--- config.mk ---
export PLATFORM = sky130hd
export DESIGN_NAME = tagged_hex_load_parser
export DESIGN_NICKNAME = d
export VERILOG_FILES = /design/src/rtl/thlp_pkg.sv /design/src/rtl/thlp_core.sv /design/src/rtl/thlp_out_reg.sv /design/src/rtl/tagged_hex_load_parser.sv
export SDC_FILE = /design/constraint.sdc
export NUM_CORES = 1
export LEC_CHECK = 0
export BUFFER_PORTS_ARGS = -buffer_cell sky130_fd_sc_hd__buf_2
export CAP_MARGIN = 5
export CORE_ASPECT_RATIO = 1.5
export CORE_UTILIZATION = 54
export CTS_BUF_LIST = sky130_fd_sc_hd__clkbuf_4 sky130_fd_sc_hd__clkbuf_8
export DETAILED_ROUTE_END_ITERATION = 16
export GPL_ROUTABILITY_DRIVEN = 0
export PLACE_DENSITY_LB_ADDON = 0.1
export SLEW_MARGIN = 25
export SYNTH_ARGS = -nofsm -noshare
export SYNTH_HDL_FRONTEND = slang
export SYNTH_HIERARCHICAL = 1
export SYNTH_SLANG_ARGS = --single-unit
--- constraint.sdc ---
create_clock -name aclk -period 4.4 [get_ports aclk]
set_input_delay 0.22 -clock aclk [delete_from_list [all_inputs] [get_ports aclk]]
set_output_delay 0.22 -clock aclk [all_outputs]
set_load 0.005 [all_outputs]
--- src/rtl/thlp_pkg.sv ---
`timescale 1ns / 1ps
// types, character codes and the hex digit decoder for the tagged hex load parser
// no dependencies
package thlp_pkg;

    localparam int DESC_MAX_DEFAULT = 250;

    // tag and control characters
    localparam logic [7:0] CH_STAR  = 8'h2A;  // '*'
    localparam logic [7:0] CH_B     = 8'h42;  // 'B'
    localparam logic [7:0] CH_K     = 8'h4B;  // 'K'
    localparam logic [7:0] CH_7     = 8'h37;  // '7'
    localparam logic [7:0] CH_8     = 8'h38;  // '8'
    localparam logic [7:0] CH_9     = 8'h39;  // '9'
    localparam logic [7:0] CH_COLON = 8'h3A;  // ':'
    localparam logic [7:0] CH_0     = 8'h30;  // '0'
    localparam logic [7:0] CH_F     = 8'h46;  // 'F'
    localparam logic [7:0] CH_LF    = 8'h0A;  // newline

    localparam logic [15:0] DESC_LEN_BIAS = 16'd5;   // length word counts 5 header chars
    localparam logic [3:0]  HDR_NAME_LEN  = 4'd8;    // free chars after the header word
    localparam logic [3:0]  WORD_DIGITS   = 4'd4;
    localparam logic [3:0]  BYTE_DIGITS   = 4'd2;

    typedef enum logic [3:0] {
        PH_TAG   = 4'd0,
        PH_STAR  = 4'd1,
        PH_BDATA = 4'd2,
        PH_HDRW  = 4'd3,
        PH_HDRN  = 4'd4,
        PH_CSUM  = 4'd5,
        PH_SKIPW = 4'd6,
        PH_ADDR  = 4'd7,
        PH_FNL   = 4'd8,
        PH_KLEN  = 4'd9,
        PH_KBODY = 4'd10,
        PH_DRAIN = 4'd11
    } phase_t;

    typedef enum logic [2:0] {
        KIND_DATA     = 3'd0,
        KIND_DESC     = 3'd1,
        KIND_DESC_END = 3'd2,
        KIND_EOI      = 3'd3,
        KIND_ERROR    = 3'd4
    } kind_t;

    typedef enum logic [2:0] {
        ERR_NONE      = 3'd0,
        ERR_TAG       = 3'd1,
        ERR_CHECKSUM  = 3'd2,
        ERR_NEWLINE   = 3'd3,
        ERR_DESC      = 3'd4,
        ERR_HEX       = 3'd5,
        ERR_TRUNCATED = 3'd6
    } err_t;

    typedef struct packed {
        kind_t       kind;
        logic [31:0] byte_address;
        logic [7:0]  byte_value;
        err_t        error_code;
        logic [15:0] sum_expected;
        logic [15:0] sum_found;
    } result_t;

    typedef struct packed {
        logic halted;
    } status_t;

    // bit 4 set: not a hex digit; bits 3:0 the digit value
    function automatic logic [4:0] hex_decode(input logic [7:0] c);
        logic [4:0] r;
        r = 5'h10;
        if (c >= 8'h30 && c <= 8'h39) begin
            r = {1'b0, 4'(c - 8'h30)};
        end else if (c >= 8'h41 && c <= 8'h46) begin
            r = {1'b0, 4'(c - 8'h41 + 8'd10)};
        end else if (c >= 8'h61 && c <= 8'h66) begin
            r = {1'b0, 4'(c - 8'h61 + 8'd10)};
        end
        return r;
    endfunction

endpackage

--- src/rtl/thlp_core.sv ---
`timescale 1ns / 1ps
// parser state registers and the per-character step logic
// depends on thlp_pkg
module thlp_core #(
    parameter int DESC_MAX = thlp_pkg::DESC_MAX_DEFAULT
) (
    input  logic              aclk,
    input  logic              aresetn,
    input  logic              step_en,
    input  logic [7:0]        ch,
    input  logic              eoi,
    output logic              res_valid,
    output thlp_pkg::result_t res,
    output thlp_pkg::status_t status
);
    import thlp_pkg::*;

    localparam logic [15:0] DescMaxW = 16'(DESC_MAX);

    phase_t      phase_reg, phase_next;
    logic [3:0]  digit_reg, digit_next;
    logic [15:0] accum_reg, accum_next;
    logic [31:0] addr_reg, addr_next;
    logic [15:0] sum_reg, sum_next;
    logic [15:0] snap_reg, snap_next;
    logic [15:0] remain_reg, remain_next;
    logic [15:0] index_reg, index_next;
    logic        halted_reg, halted_next;

    logic [4:0]  hex;
    logic [15:0] accum_sh;
    logic [3:0]  digit_inc;
    logic [15:0] remain_dec;
    logic [15:0] index_inc;

    always_ff @(posedge aclk) begin
        if (!aresetn) begin
            phase_reg  <= PH_TAG;
            digit_reg  <= '0;
            accum_reg  <= '0;
            addr_reg   <= '0;
            sum_reg    <= '0;
            snap_reg   <= '0;
            remain_reg <= '0;
            index_reg  <= '0;
            halted_reg <= 1'b0;
        end else if (step_en) begin
            phase_reg  <= phase_next;
            digit_reg  <= digit_next;
            accum_reg  <= accum_next;
            addr_reg   <= addr_next;
            sum_reg    <= sum_next;
            snap_reg   <= snap_next;
            remain_reg <= remain_next;
            index_reg  <= index_next;
            halted_reg <= halted_next;
        end
    end

    always_comb begin
        hex        = hex_decode(ch);
        accum_sh   = {accum_reg[11:0], hex[3:0]};
        digit_inc  = digit_reg + 4'd1;
        remain_dec = remain_reg - 16'd1;
        index_inc  = index_reg + 16'd1;

        phase_next  = phase_reg;
        digit_next  = digit_reg;
        accum_next  = accum_reg;
        addr_next   = addr_reg;
        snap_next   = snap_reg;
        remain_next = remain_reg;
        index_next  = index_reg;
        halted_next = halted_reg;
        res_valid   = 1'b0;
        res         = '0;

        if (eoi || ch == CH_LF) begin
            sum_next = '0;
        end else begin
            sum_next = sum_reg + {8'd0, ch};
        end

        if (halted_reg) begin
            sum_next = sum_reg;
        end else begin
            case (phase_reg)
                PH_TAG: begin
                    if (eoi) begin
                        res_valid = 1'b1;
                        res.kind  = KIND_EOI;
                        digit_next = '0;
                    end else begin
                        accum_next = '0;
                        digit_next = '0;
                        case (ch)
                            CH_STAR:  phase_next = PH_STAR;
                            CH_B:     phase_next = PH_BDATA;
                            CH_0:     phase_next = PH_HDRW;
                            CH_7: begin
                                snap_next  = 16'd0 - sum_next;
                                phase_next = PH_CSUM;
                            end
                            CH_8:     phase_next = PH_SKIPW;
                            CH_9:     phase_next = PH_ADDR;
                            CH_F:     phase_next = PH_FNL;
                            CH_K:     phase_next = PH_KLEN;
                            CH_COLON: phase_next = PH_DRAIN;
                            default: begin
                                halted_next    = 1'b1;
                                res_valid      = 1'b1;
                                res.kind       = KIND_ERROR;
                                res.error_code = ERR_TAG;
                                res.byte_value = ch;
                            end
                        endcase
                    end
                end

                PH_STAR, PH_BDATA, PH_HDRW, PH_CSUM, PH_SKIPW, PH_ADDR, PH_KLEN: begin
                    if (eoi) begin
                        halted_next    = 1'b1;
                        phase_next     = PH_TAG;
                        digit_next     = '0;
                        res_valid      = 1'b1;
                        res.kind       = KIND_ERROR;
                        res.error_code = ERR_TRUNCATED;
                    end else if (hex[4]) begin
                        halted_next    = 1'b1;
                        phase_next     = PH_TAG;
                        digit_next     = '0;
                        res_valid      = 1'b1;
                        res.kind       = KIND_ERROR;
                        res.error_code = ERR_HEX;
                        res.byte_value = ch;
                    end else begin
                        accum_next = accum_sh;
                        digit_next = digit_inc;
                        if (phase_reg == PH_STAR || phase_reg == PH_BDATA) begin
                            // a byte is out at every second digit
                            if (digit_inc == BYTE_DIGITS || digit_inc == WORD_DIGITS) begin
                                res_valid        = 1'b1;
                                res.kind         = KIND_DATA;
                                res.byte_address = addr_reg;
                                res.byte_value   = accum_sh[7:0];
                                addr_next        = addr_reg + 32'd1;
                                if (phase_reg == PH_STAR || digit_inc == WORD_DIGITS) begin
                                    phase_next = PH_TAG;
                                end
                            end
                        end else if (digit_inc == WORD_DIGITS) begin
                            digit_next = '0;
                            phase_next = PH_TAG;
                            case (phase_reg)
                                PH_HDRW: phase_next = PH_HDRN;
                                PH_CSUM: begin
                                    if (accum_sh != snap_reg) begin
                                        halted_next      = 1'b1;
                                        res_valid        = 1'b1;
                                        res.kind         = KIND_ERROR;
                                        res.error_code   = ERR_CHECKSUM;
                                        res.sum_expected = snap_reg;
                                        res.sum_found    = accum_sh;
                                    end
                                end
                                PH_ADDR: addr_next = {15'd0, accum_sh, 1'b0};
                                PH_KLEN: begin
                                    if (accum_sh < DESC_LEN_BIAS) begin
                                        halted_next    = 1'b1;
                                        res_valid      = 1'b1;
                                        res.kind       = KIND_ERROR;
                                        res.error_code = ERR_DESC;
                                    end else begin
                                        remain_next = accum_sh - DESC_LEN_BIAS;
                                        index_next  = '0;
                                        if (accum_sh == DESC_LEN_BIAS) begin
                                            // empty description ends at once
                                            res_valid = 1'b1;
                                            res.kind  = KIND_DESC_END;
                                        end else begin
                                            phase_next = PH_KBODY;
                                        end
                                    end
                                end
                                default: phase_next = PH_TAG;
                            endcase
                        end
                    end
                end

                PH_HDRN: begin
                    if (eoi) begin
                        res_valid  = 1'b1;
                        res.kind   = KIND_EOI;
                        phase_next = PH_TAG;
                        digit_next = '0;
                    end else if (digit_inc >= HDR_NAME_LEN) begin
                        digit_next = '0;
                        phase_next = PH_TAG;
                    end else begin
                        digit_next = digit_inc;
                    end
                end

                PH_FNL: begin
                    phase_next = PH_TAG;
                    if (eoi || ch != CH_LF) begin
                        halted_next    = 1'b1;
                        digit_next     = '0;
                        res_valid      = 1'b1;
                        res.kind       = KIND_ERROR;
                        res.error_code = ERR_NEWLINE;
                        res.byte_value = eoi ? 8'd0 : ch;
                    end
                end

                PH_KBODY: begin
                    if (eoi || ch == CH_LF) begin
                        halted_next    = 1'b1;
                        phase_next     = PH_TAG;
                        digit_next     = '0;
                        res_valid      = 1'b1;
                        res.kind       = KIND_ERROR;
                        res.error_code = ERR_DESC;
                        res.byte_value = eoi ? 8'd0 : ch;
                    end else begin
                        remain_next = remain_dec;
                        index_next  = index_inc;
                        if (remain_dec == 16'd0) begin
                            phase_next       = PH_TAG;
                            res_valid        = 1'b1;
                            res.kind         = KIND_DESC_END;
                            res.byte_address = {16'd0,
                                (index_inc < DescMaxW) ? index_inc : DescMaxW};
                            res.byte_value   = (index_reg < DescMaxW) ? ch : 8'd0;
                        end else if (index_reg < DescMaxW) begin
                            res_valid        = 1'b1;
                            res.kind         = KIND_DESC;
                            res.byte_address = {16'd0, index_reg};
                            res.byte_value   = ch;
                        end
                    end
                end

                PH_DRAIN: begin
                    if (eoi) begin
                        res_valid  = 1'b1;
                        res.kind   = KIND_EOI;
                        phase_next = PH_TAG;
                        digit_next = '0;
                    end
                end

                default: begin
                    phase_next = PH_TAG;
                    digit_next = '0;
                end
            endcase
        end

        status.halted = halted_reg;
    end

endmodule

--- src/rtl/thlp_out_reg.sv ---
`timescale 1ns / 1ps
// result register with valid/ready hold toward the receiver
// depends on thlp_pkg
module thlp_out_reg (
    input  logic              aclk,
    input  logic              aresetn,
    input  logic              load,
    input  thlp_pkg::result_t res,
    input  logic              m_ready,
    output logic              m_valid,
    output logic              free,
    output thlp_pkg::result_t q
);
    import thlp_pkg::*;

    logic    valid_reg, valid_next;
    result_t data_reg;

    always_comb begin
        free       = !valid_reg || m_ready;
        valid_next = valid_reg && !m_ready;
        if (load) begin
            valid_next = 1'b1;
        end
    end

    always_ff @(posedge aclk) begin
        if (!aresetn) begin
            valid_reg <= 1'b0;
        end else begin
            valid_reg <= valid_next;
        end
    end

    always_ff @(posedge aclk) begin
        if (load) begin
            data_reg <= res;
        end
    end

    assign m_valid = valid_reg;
    assign q       = data_reg;

endmodule

--- src/rtl/tagged_hex_load_parser.sv ---
`timescale 1ns / 1ps
// top level of the tagged hex load parser: input register, step core, result register
// depends on thlp_pkg, thlp_core, thlp_out_reg
//
// usage
//   input channel (s_): one character per transfer, s_end_of_input marks the
//   end of the stream (s_ch is then ignored)
//   result channel (m_): zero or one result per character: data byte,
//   description byte, description end, end of input, or error with its code
//   path: an accepted character's result reaches m_valid through two register
//   stages (input register, result register)
//   throughput: one character per cycle, sustained, while the receiver keeps up;
//   the step logic is one pass of decode, add and compare per character
//   stall: when the result register holds a result that is not taken, the
//   input register stops advancing; s_ready stays high while the input
//   register is empty, so one more character is absorbed before input stalls
//   errors: one error result, after which characters are still taken but give
//   no result until reset
//   reset: aresetn low clears the parser state, the address and both valids
module tagged_hex_load_parser #(
    parameter int DESC_MAX = thlp_pkg::DESC_MAX_DEFAULT
) (
    input  logic        aclk,
    input  logic        aresetn,
    input  logic        s_valid,
    output logic        s_ready,
    input  logic [7:0]  s_ch,
    input  logic        s_end_of_input,
    output logic        m_valid,
    input  logic        m_ready,
    output logic [2:0]  m_kind,
    output logic [31:0] m_byte_address,
    output logic [7:0]  m_byte_value,
    output logic [2:0]  m_error_code,
    output logic [15:0] m_sum_expected,
    output logic [15:0] m_sum_found
);
    import thlp_pkg::*;

    // input register
    logic       in_valid_reg;
    logic [7:0] in_ch_reg;
    logic       in_eoi_reg;

    logic    out_free;
    logic    step_en;
    logic    res_valid;
    result_t res;
    result_t out_q;
    status_t status;

    // the held character moves on only when the result register can take its result
    assign step_en = in_valid_reg && out_free;
    assign s_ready = !in_valid_reg || out_free;

    always_ff @(posedge aclk) begin
        if (!aresetn) begin
            in_valid_reg <= 1'b0;
        end else if (s_valid && s_ready) begin
            in_valid_reg <= 1'b1;
        end else if (step_en) begin
            in_valid_reg <= 1'b0;
        end
    end

    // character payload, no reset needed
    always_ff @(posedge aclk) begin
        if (s_valid && s_ready) begin
            in_ch_reg  <= s_ch;
            in_eoi_reg <= s_end_of_input;
        end
    end

    thlp_core #(
        .DESC_MAX(DESC_MAX)
    ) u_core (
        .aclk     (aclk),
        .aresetn  (aresetn),
        .step_en  (step_en),
        .ch       (in_ch_reg),
        .eoi      (in_eoi_reg),
        .res_valid(res_valid),
        .res      (res),
        .status   (status)
    );

    thlp_out_reg u_out (
        .aclk   (aclk),
        .aresetn(aresetn),
        .load   (step_en && res_valid),
        .res    (res),
        .m_ready(m_ready),
        .m_valid(m_valid),
        .free   (out_free),
        .q      (out_q)
    );

    // result fields onto their own ports
    assign m_kind         = out_q.kind;
    assign m_byte_address = out_q.byte_address;
    assign m_byte_value   = out_q.byte_value;
    assign m_error_code   = out_q.error_code;
    assign m_sum_expected = out_q.sum_expected;
    assign m_sum_found    = out_q.sum_found;

    // once halted, only reset brings the parser back
    a_halt_sticky: assert property (@(posedge aclk) disable iff (!aresetn)
        status.halted |=> status.halted)
        else $error("halted flag dropped without reset");

    // a halted parser produces no results
    a_halt_silent: assert property (@(posedge aclk) disable iff (!aresetn)
        res_valid |-> !status.halted)
        else $error("result produced while halted");

    // an error code only rides on an error result
    a_err_kind: assert property (@(posedge aclk) disable iff (!aresetn)
        m_valid && (m_kind != KIND_ERROR) |-> (m_error_code == ERR_NONE))
        else $error("error code on a non-error result");

    // input is never stalled while the result register is empty
    a_no_idle_stall: assert property (@(posedge aclk) disable iff (!aresetn)
        !m_valid |-> s_ready)
        else $error("input stalled with empty result register");

endmodule

==> results.cfg, run 1 <==
[outcome]
status = complete, no violations

[cells_and_area]
finalNetCount = 1550
layout_commonest_cell = nor2_1
final_cell_mix = nor2_1 (150), nand2_1 (132), a21oi_1 (127), dfxtp_1 (119)
final_core_util_pct = 62.7
area_growth_pct = 13.0
n_antenna_cell = 0
fillers = 1908
drive_gt1_share_pct = 15.4
final_cells = 1814
largest_reg_flops = 78

[logic_synthesis]
synthSimpleGateAreaFrac_pct = 27.5
ys_ff_latch = 206
syn_nets = 1470
synth_flop_cell = dfxtp_1
synth_edf_count = 87
yosysUniqueCellTypes = 99
netlist_area_um2 = 12100
syn_area_per_cell_um2 = 8.47
yosysWarningCount = 6
syn_inst = 1434
synth_compound_area_share_pct = 19.9
ys_seq_area_share_pct = 41.1
synth_adder_area_share_pct = 2.43
synth_xor_area_share_pct = 4.55
synthArstFlopShare_pct = 0
muxShareOfSynthArea_pct = 0.423
synth_top_family_by_area = simple AND/OR/NAND/NOR gates

[worst_setup_path]
required_ns = 4.61
path_delay_family = simple AND/OR/NAND/NOR gates
cp_cell_sequence = inv_1 -> ha_1 -> or3b_1 -> and3_4 -> a21oi_4 -> ha_1 -> nor2b_1 -> o32ai_2 -> buf_4 -> and2_1 -> o21ai_0 -> nand3_1 -> o21ai_0 -> a21oi_1 -> and3_4 -> buf_4
critPathLaunchType = flip-flop
crit_fanout = 28
endpoint_kind = flip-flop
critical_path_buf_inv_count = 3
cp_slowest_stage_delay_ns = 0.51
crit_slowest_cell = edfxtp_1
path_class = flip-flop to flip-flop
arrival_ns = 4.33

[power_and_ir_drop]
vdd_ir_drop_max_v = 0.000232
swShare_pct = 24.5
p_clk_share_pct = 42.8
p_sw_uw = 1030
seq_power_share_pct = 49.1
p_comb_share_pct = 8.2
p_int_uw = 3180
powerDensity_nw_per_um2 = 307
p_leak_uw = 0.00502

[route]
drt_iter0_drc = 843
drtAntennaViolNets = 0
vias = 11256
drc = 0
firstDrtPassIters = 5
avgRoutedWirePerCell_um = 18.7
wl_mm = 34.0
viasPerCell = 6.21

[floorplan]
fp.dieW_um = 124
die_h_um = 186
floorplan.initialDensity_pct = 55.5
core_area_um2 = 21900
num_rows = 66
pin_count = 93
die_area_um2 = 23100

[cts]
clock_path_buffers = 3
htreeDepth = 2
insertion_delay_ns = 0.55
cts_tree = done
cts_num_sinks = 206
cts_root_buf = clkbuf_8
clkTransAtPathRegs_ns = 0.06
cts_buffers = 36

[global_routing]
grt_max_degree = 46
track_usage_pct = 29.1
grt_pass1_vias = 10317
grt-ovfl-total = 0
antenna_found_initial = 0
grt_pass1_wl_mm = 53.8

[place]
place_hpwl_mm = 24.2
io_buffers = 92
dp_slack_ns = 0.308
dp.cells = 1737

[sta]
post-route-period-util_pct = 93.8
slew_viol_final = 0
period_needed_ns = 4.13
finalHoldViolations = 0
tns_ns = 0
setup_slack_ns = 0.273
setup_viol = 0
max_freq_ghz = 0.242
clock_skew_ns = 0.0301
maxSlewHeadroom_pct = 38.5
tightest_slew_ns = 0.914
rsz0062_at_grt = false

[run]
cap_violations = 0

[min_path]
hp-class = input port to flip-flop
path summary, 6_finish.rpt:
path	from	to	slack, ns	cells after the start
setup / recovery	in_ch_reg[1]$_DFFE_PP_	u_out/q[12]$_DFFE_PP_	0.27	16
hold / removal	aresetn	u_core/phase_reg[3]$_SDFFE_PN0P_	0.26	2
setup reg to reg	in_ch_reg[1]$_DFFE_PP_	u_out/q[12]$_DFFE_PP_	0.27	16
hold reg to reg	u_core/sum_reg[7]$_SDFFE_PN0P_	u_core/sum_reg[7]$_SDFFE_PN0P_	0.47	2
per-stage QoR:
step	cell area [um2]	power (uW)	hold WS, ns
after floorplan	12100	2310	0.319
after global placement	12900	2440	0.398
after detailed placement	12900	2440	0.399
after CTS	13700	4260	0.242
after global routing	13700	4380	0.263
final	13700	4210	0.257
final cells by class:
type                    count  area, um2  share of cell area, %
well taps                 272        340                   2.48
inverters                  21       78.8                  0.575
clock inverters            13        100                  0.730
clock buffers              53        642                   4.68
multi-input cells        1105       6660                   48.6
repair buffers            144        895                   6.52
flip-flops and latches    206       4990                   36.4
per-layer routing:
| layer | part of all wire (%) | up-vias | global-route usage (%) | wire length, um |
|---|---|---|---|---|
| met5 | 0 | - | 0 | 0 |
| met3 | 5.3 | 148 | 4.17 | 1810 |
| li1 | - | 5380 | - | - |
| met2 | 51 | 459 | 51.8 | 17300 |
| met1 | 38 | 5269 | 32.2 | 12800 |
| met4 | 6.0 | 0 | 19.4 | 2050 |
cells in the mapped netlist, types with 5 or more instances:
library cell / instances / area share [%]
and2_1: 69 / 3.6
and4_1: 7 / 0.51
ha_1: 22 / 2.3
xnor2_1: 19 / 1.4
or2_2: 5 / 0.26
o211ai_1: 8 / 0.49
dfxtp_1: 119 / 20
xor2_1: 44 / 3.2
inv_1: 20 / 0.62
o31ai_1: 9 / 0.56
nand3_1: 75 / 3.1
or3_1: 20 / 1.0
nor2_1: 150 / 4.6
nand4_1: 19 / 0.98
nor3_1: 36 / 1.5
a21o_1: 8 / 0.49
nand3b_1: 7 / 0.43
a22oi_1: 12 / 0.74
a31oi_1: 14 / 0.72
nand2_1: 132 / 4.1
clkbuf_1: 78 / 2.4
o21ai_1: 9 / 0.37
edfxtp_1: 87 / 22
o21a_1: 13 / 0.80
and3_1: 19 / 0.98
nor4_1: 20 / 1.0
and3b_1: 6 / 0.43
o21ai_0: 92 / 3.8
a211o_1: 5 / 0.36
a211oi_1: 15 / 0.93
a21oi_1: 127 / 5.2
nand2b_1: 16 / 0.82
nor4b_1: 5 / 0.36
nor2b_1: 11 / 0.57
buf_2: 19 / 0.78
power by group through the flow:
stage	Combinational [uW]	Sequential [uW]	Clock, uW
2_1_floorplan	202	2110	0
3_3_place_gp	328	2110	0
3_5_place_dp	331	2110	0
4_1_cts	340	2070	1850
5_1_grt	370	2070	1940
6_report	344	2070	1800
cell families (layout without fill, tap and decap cells):
| logic type | after synthesis | in the layout |
|---|---|---|
| DFF | 206 | 206 |
| and+or+nand+nor | 635 | 635 |
| buffers and inverters | 123 | 231 |
| adders and majority gates | 23 | 23 |
| muxes | 5 | 5 |
| xor gates and xnor gates | 63 | 63 |
| AOI/OAI and AO/OA | 379 | 379 |
timing repair:
item,4_1_cts,5_1_grt
hold endpoints to repair,11,0
hold buffers,11,0
buffers inserted,0,0
setup endpoints to repair,0,2
resized for setup,0,1
Note: power is estimated with default switching activity, not from simulation.
==> run 2, diff against run 1 <==
Settings changed: ABC_AREA set to 1.
==> run 2 against run 1 <==
  * Clock skew shrank 0.0036 ns
  * Setup slack better by 0.26 ns
  * Clock-buffer cell count is 7 lower
  * Synthesized area grew 0.21%
  * Final cell count is 12% higher
  * Global-route usage increased by 0.78 points
  * Combinational power is 41% higher
  * Register-to-register slack better by 0.26 ns
  * Utilization decreased by 0.38 points
  * Hold slack worse by 0.054 ns
  * Maximum frequency increased by 6.8%
  * Clock power hardly changed
  * Highest routed layer unchanged
==> results.cfg, run 2 <==
[outcome]
status = complete, no violations

[sta]
setup_viol = 0
maxSlewHeadroom_pct = 39.6
max_freq_ghz = 0.259
rsz0062_at_grt = false
tightest_slew_ns = 0.904
slew_viol_final = 0
post-route-period-util_pct = 87.8
tns_ns = 0
period_needed_ns = 3.86
clock_skew_ns = 0.0265
finalHoldViolations = 0

[cells_and_area]
largest_reg_flops = 78
multi_input_area_um2 = 6100
fillers = 1977
finalNetCount = 1773
final_cell_mix = nand2_1 (329), inv_1 (204), nor2_1 (175), a21oi_1 (133), dfxtp_1 (119)
drive_gt1_share_pct = 13.8
layout_commonest_cell = nand2_1
ff_latch_area_um2 = 4990
area_growth_pct = 12.1
n_antenna_cell = 0

[floorplan]
core_area_um2 = 21900
fp.dieW_um = 125
pin_count = 93
die_area_um2 = 23100
die_h_um = 186
num_rows = 66
floorplan.initialDensity_pct = 55.6

[logic_synthesis]
synthArstFlopShare_pct = 0
syn_area_per_cell_um2 = 7.42
synth_flop_cell = dfxtp_1
yosysTopAreaCell = edfxtp_1
ys_ff_latch = 206
synth_edf_count = 87
netlist_area_um2 = 12200
synth.most_common_cell = nand2_1
syn_inst = 1639
syn_nets = 1675
yosys.area.top_type_share_pct = 21.5
ys_seq_area_share_pct = 41.1
yosysWarningCount = 6
yosysUniqueCellTypes = 63
yosys-top-cells-count = nand2_1 (329), inv_1 (204), nor2_1 (176)
synth_area_leaders = edfxtp_1 (21%), dfxtp_1 (20%), nand2_1 (10%)

[global_routing]
grt_max_degree = 51
grt_pass1_vias = 11127
grt-ovfl-total = 0
track_usage_pct = 29.8
antenna_found_initial = 0
grt_pass1_wl_mm = 55.2

[route]
drt_iter0_drc = 1076
vias = 11558
avgRoutedWirePerCell_um = 17.0
viasPerCell = 5.68
drtAntennaViolNets = 0
wl_mm = 34.5
drc = 0
firstDrtPassIters = 6

[cts]
cts_resized = 0
insertion_delay_ns = 0.54
clkTransAtPathRegs_ns = 0.07
cts_num_sinks = 206
cts_root_buf = clkbuf_8
clock_path_buffers = 3
cts_tree = done
htreeDepth = 2
post_cts_buffers = 0
cts_buffers = 34

[power_and_ir_drop]
vdd_ir_drop_max_v = 0.000250
p_leak_uw = 0.00570
p_comb_share_pct = 11.2
p_int_uw = 3180
p_sw_uw = 1180
p_total_uw = 4360
seq_power_share_pct = 48.2
powerDensity_nw_per_um2 = 320
p_clk_share_pct = 40.6
swShare_pct = 27.1

[run]
cap_violations = 0

[worst_setup_path]
endpoint_kind = flip-flop
crit_fanout = 50
required_ns = 4.55
path_common_cell = nand2_1
arrival_ns = 4.01
crit_slowest_cell = buf_4
cp_cell_sequence = inv_1 -> ha_1 -> nand2_1 -> nand2_1 -> nand2_2 -> nand2_2 -> nand2_4 -> nand2_8 -> o211ai_1 -> ha_1 -> inv_1 -> nand2_4 -> nand2_4 -> inv_4 -> nand2_1 -> nand2_1 -> nand2_1 -> nand3_1 -> nand2_1 -> a21oi_1 -> inv_1 -> nor2_4 -> buf_4
critPathLaunchType = flip-flop
regToRegSetupSlack_ns = 0.54
ff2ff_path_depth = 23
path_class = flip-flop to flip-flop
cp_slowest_stage_delay_ns = 0.54

[min_path]
hp-class = input port to flip-flop
holdPathStages = 3

[place]
place_hpwl_mm = 25.2
io_buffers = 92
-- run 2: metrics by stage --
stage | worst slack [ns] | area, um2 | util (%) | hold slack (ns) | cells
2_1_floorplan | 0.353 | 12200 | - | 0.319 | 1639
3_3_place_gp | 0.682 | 12800 | 58.6 | 0.398 | 1962
3_5_place_dp | 0.598 | 12800 | 58.6 | 0.398 | 1962
4_1_cts | 0.564 | 13600 | 62.3 | 0.172 | 2035
5_1_grt | 0.239 | 13600 | 62.3 | 0.211 | 2035
6_report | 0.537 | 13600 | 62.3 | 0.203 | 2035
-- run 2: final timing paths --
kind                                         start                               end
setup / recovery            in_ch_reg[0]$_DFFE_PP_             u_out/q[50]$_DFFE_PP_
hold / removal                             aresetn         in_valid_reg$_SDFFE_PN0P_
setup reg to reg            in_ch_reg[0]$_DFFE_PP_             u_out/q[50]$_DFFE_PP_
hold reg to reg   u_core/addr_reg[31]$_SDFFE_PN0P_  u_core/addr_reg[31]$_SDFFE_PN0P_
-- run 2: worst max-delay path: cells and delay by family (launching register included) --
kind	cells	cell delay [ns]
AO/OA/AOI/OAI	2	0.38
buffers and inverters	5	0.92
adder cells (fa/ha/maj)	2	0.47
flip-flops	1	0.53
AND/OR/NAND/NOR	14	1.17
-- run 2: layout make-up --
cell class,count,area share [%]
multi-input cells,1160,44.7
flip-flops and latches,206,36.6
inverters,218,6.05
repair buffers,117,4.96
clock buffers,46,4.14
well taps,272,2.50
clock inverters,16,0.973
-- run 2: what timing repair did --
| action | in CTS | in global routing |
|---|---|---|
| hold endpoints to repair | 11 | 0 |
| hold buffers | 11 | 0 |
| endpoints found under the setup margin | 0 | 0 |
-- run 2: logic make-up after synthesis --
group,Yosys count,synth area share (%)
and+or+nand+nor,780,29.4
AOI/OAI and AO/OA,304,14.3
buffers and inverters,273,8.87
DFF,206,41.1
xor gates and xnor gates,52,3.81
adders and majority gates,24,2.51
-- run 2: power by group through the flow --
stage	combinational (uW)	clock [uW]	sequential, uW
2_1_floorplan	317	0	2130
3_3_place_gp	463	0	2140
3_5_place_dp	469	0	2140
4_1_cts	478	1810	2100
5_1_grt	535	1890	2110
6_report	486	1770	2100
-- run 2: metal layers --
metal / GRT usage (%) / wire length (um)
met1: 32.4 / 13000
met2: 55.1 / 17800
met3: 4.37 / 1990
met4: 17.3 / 1710
met5: 0 / 0
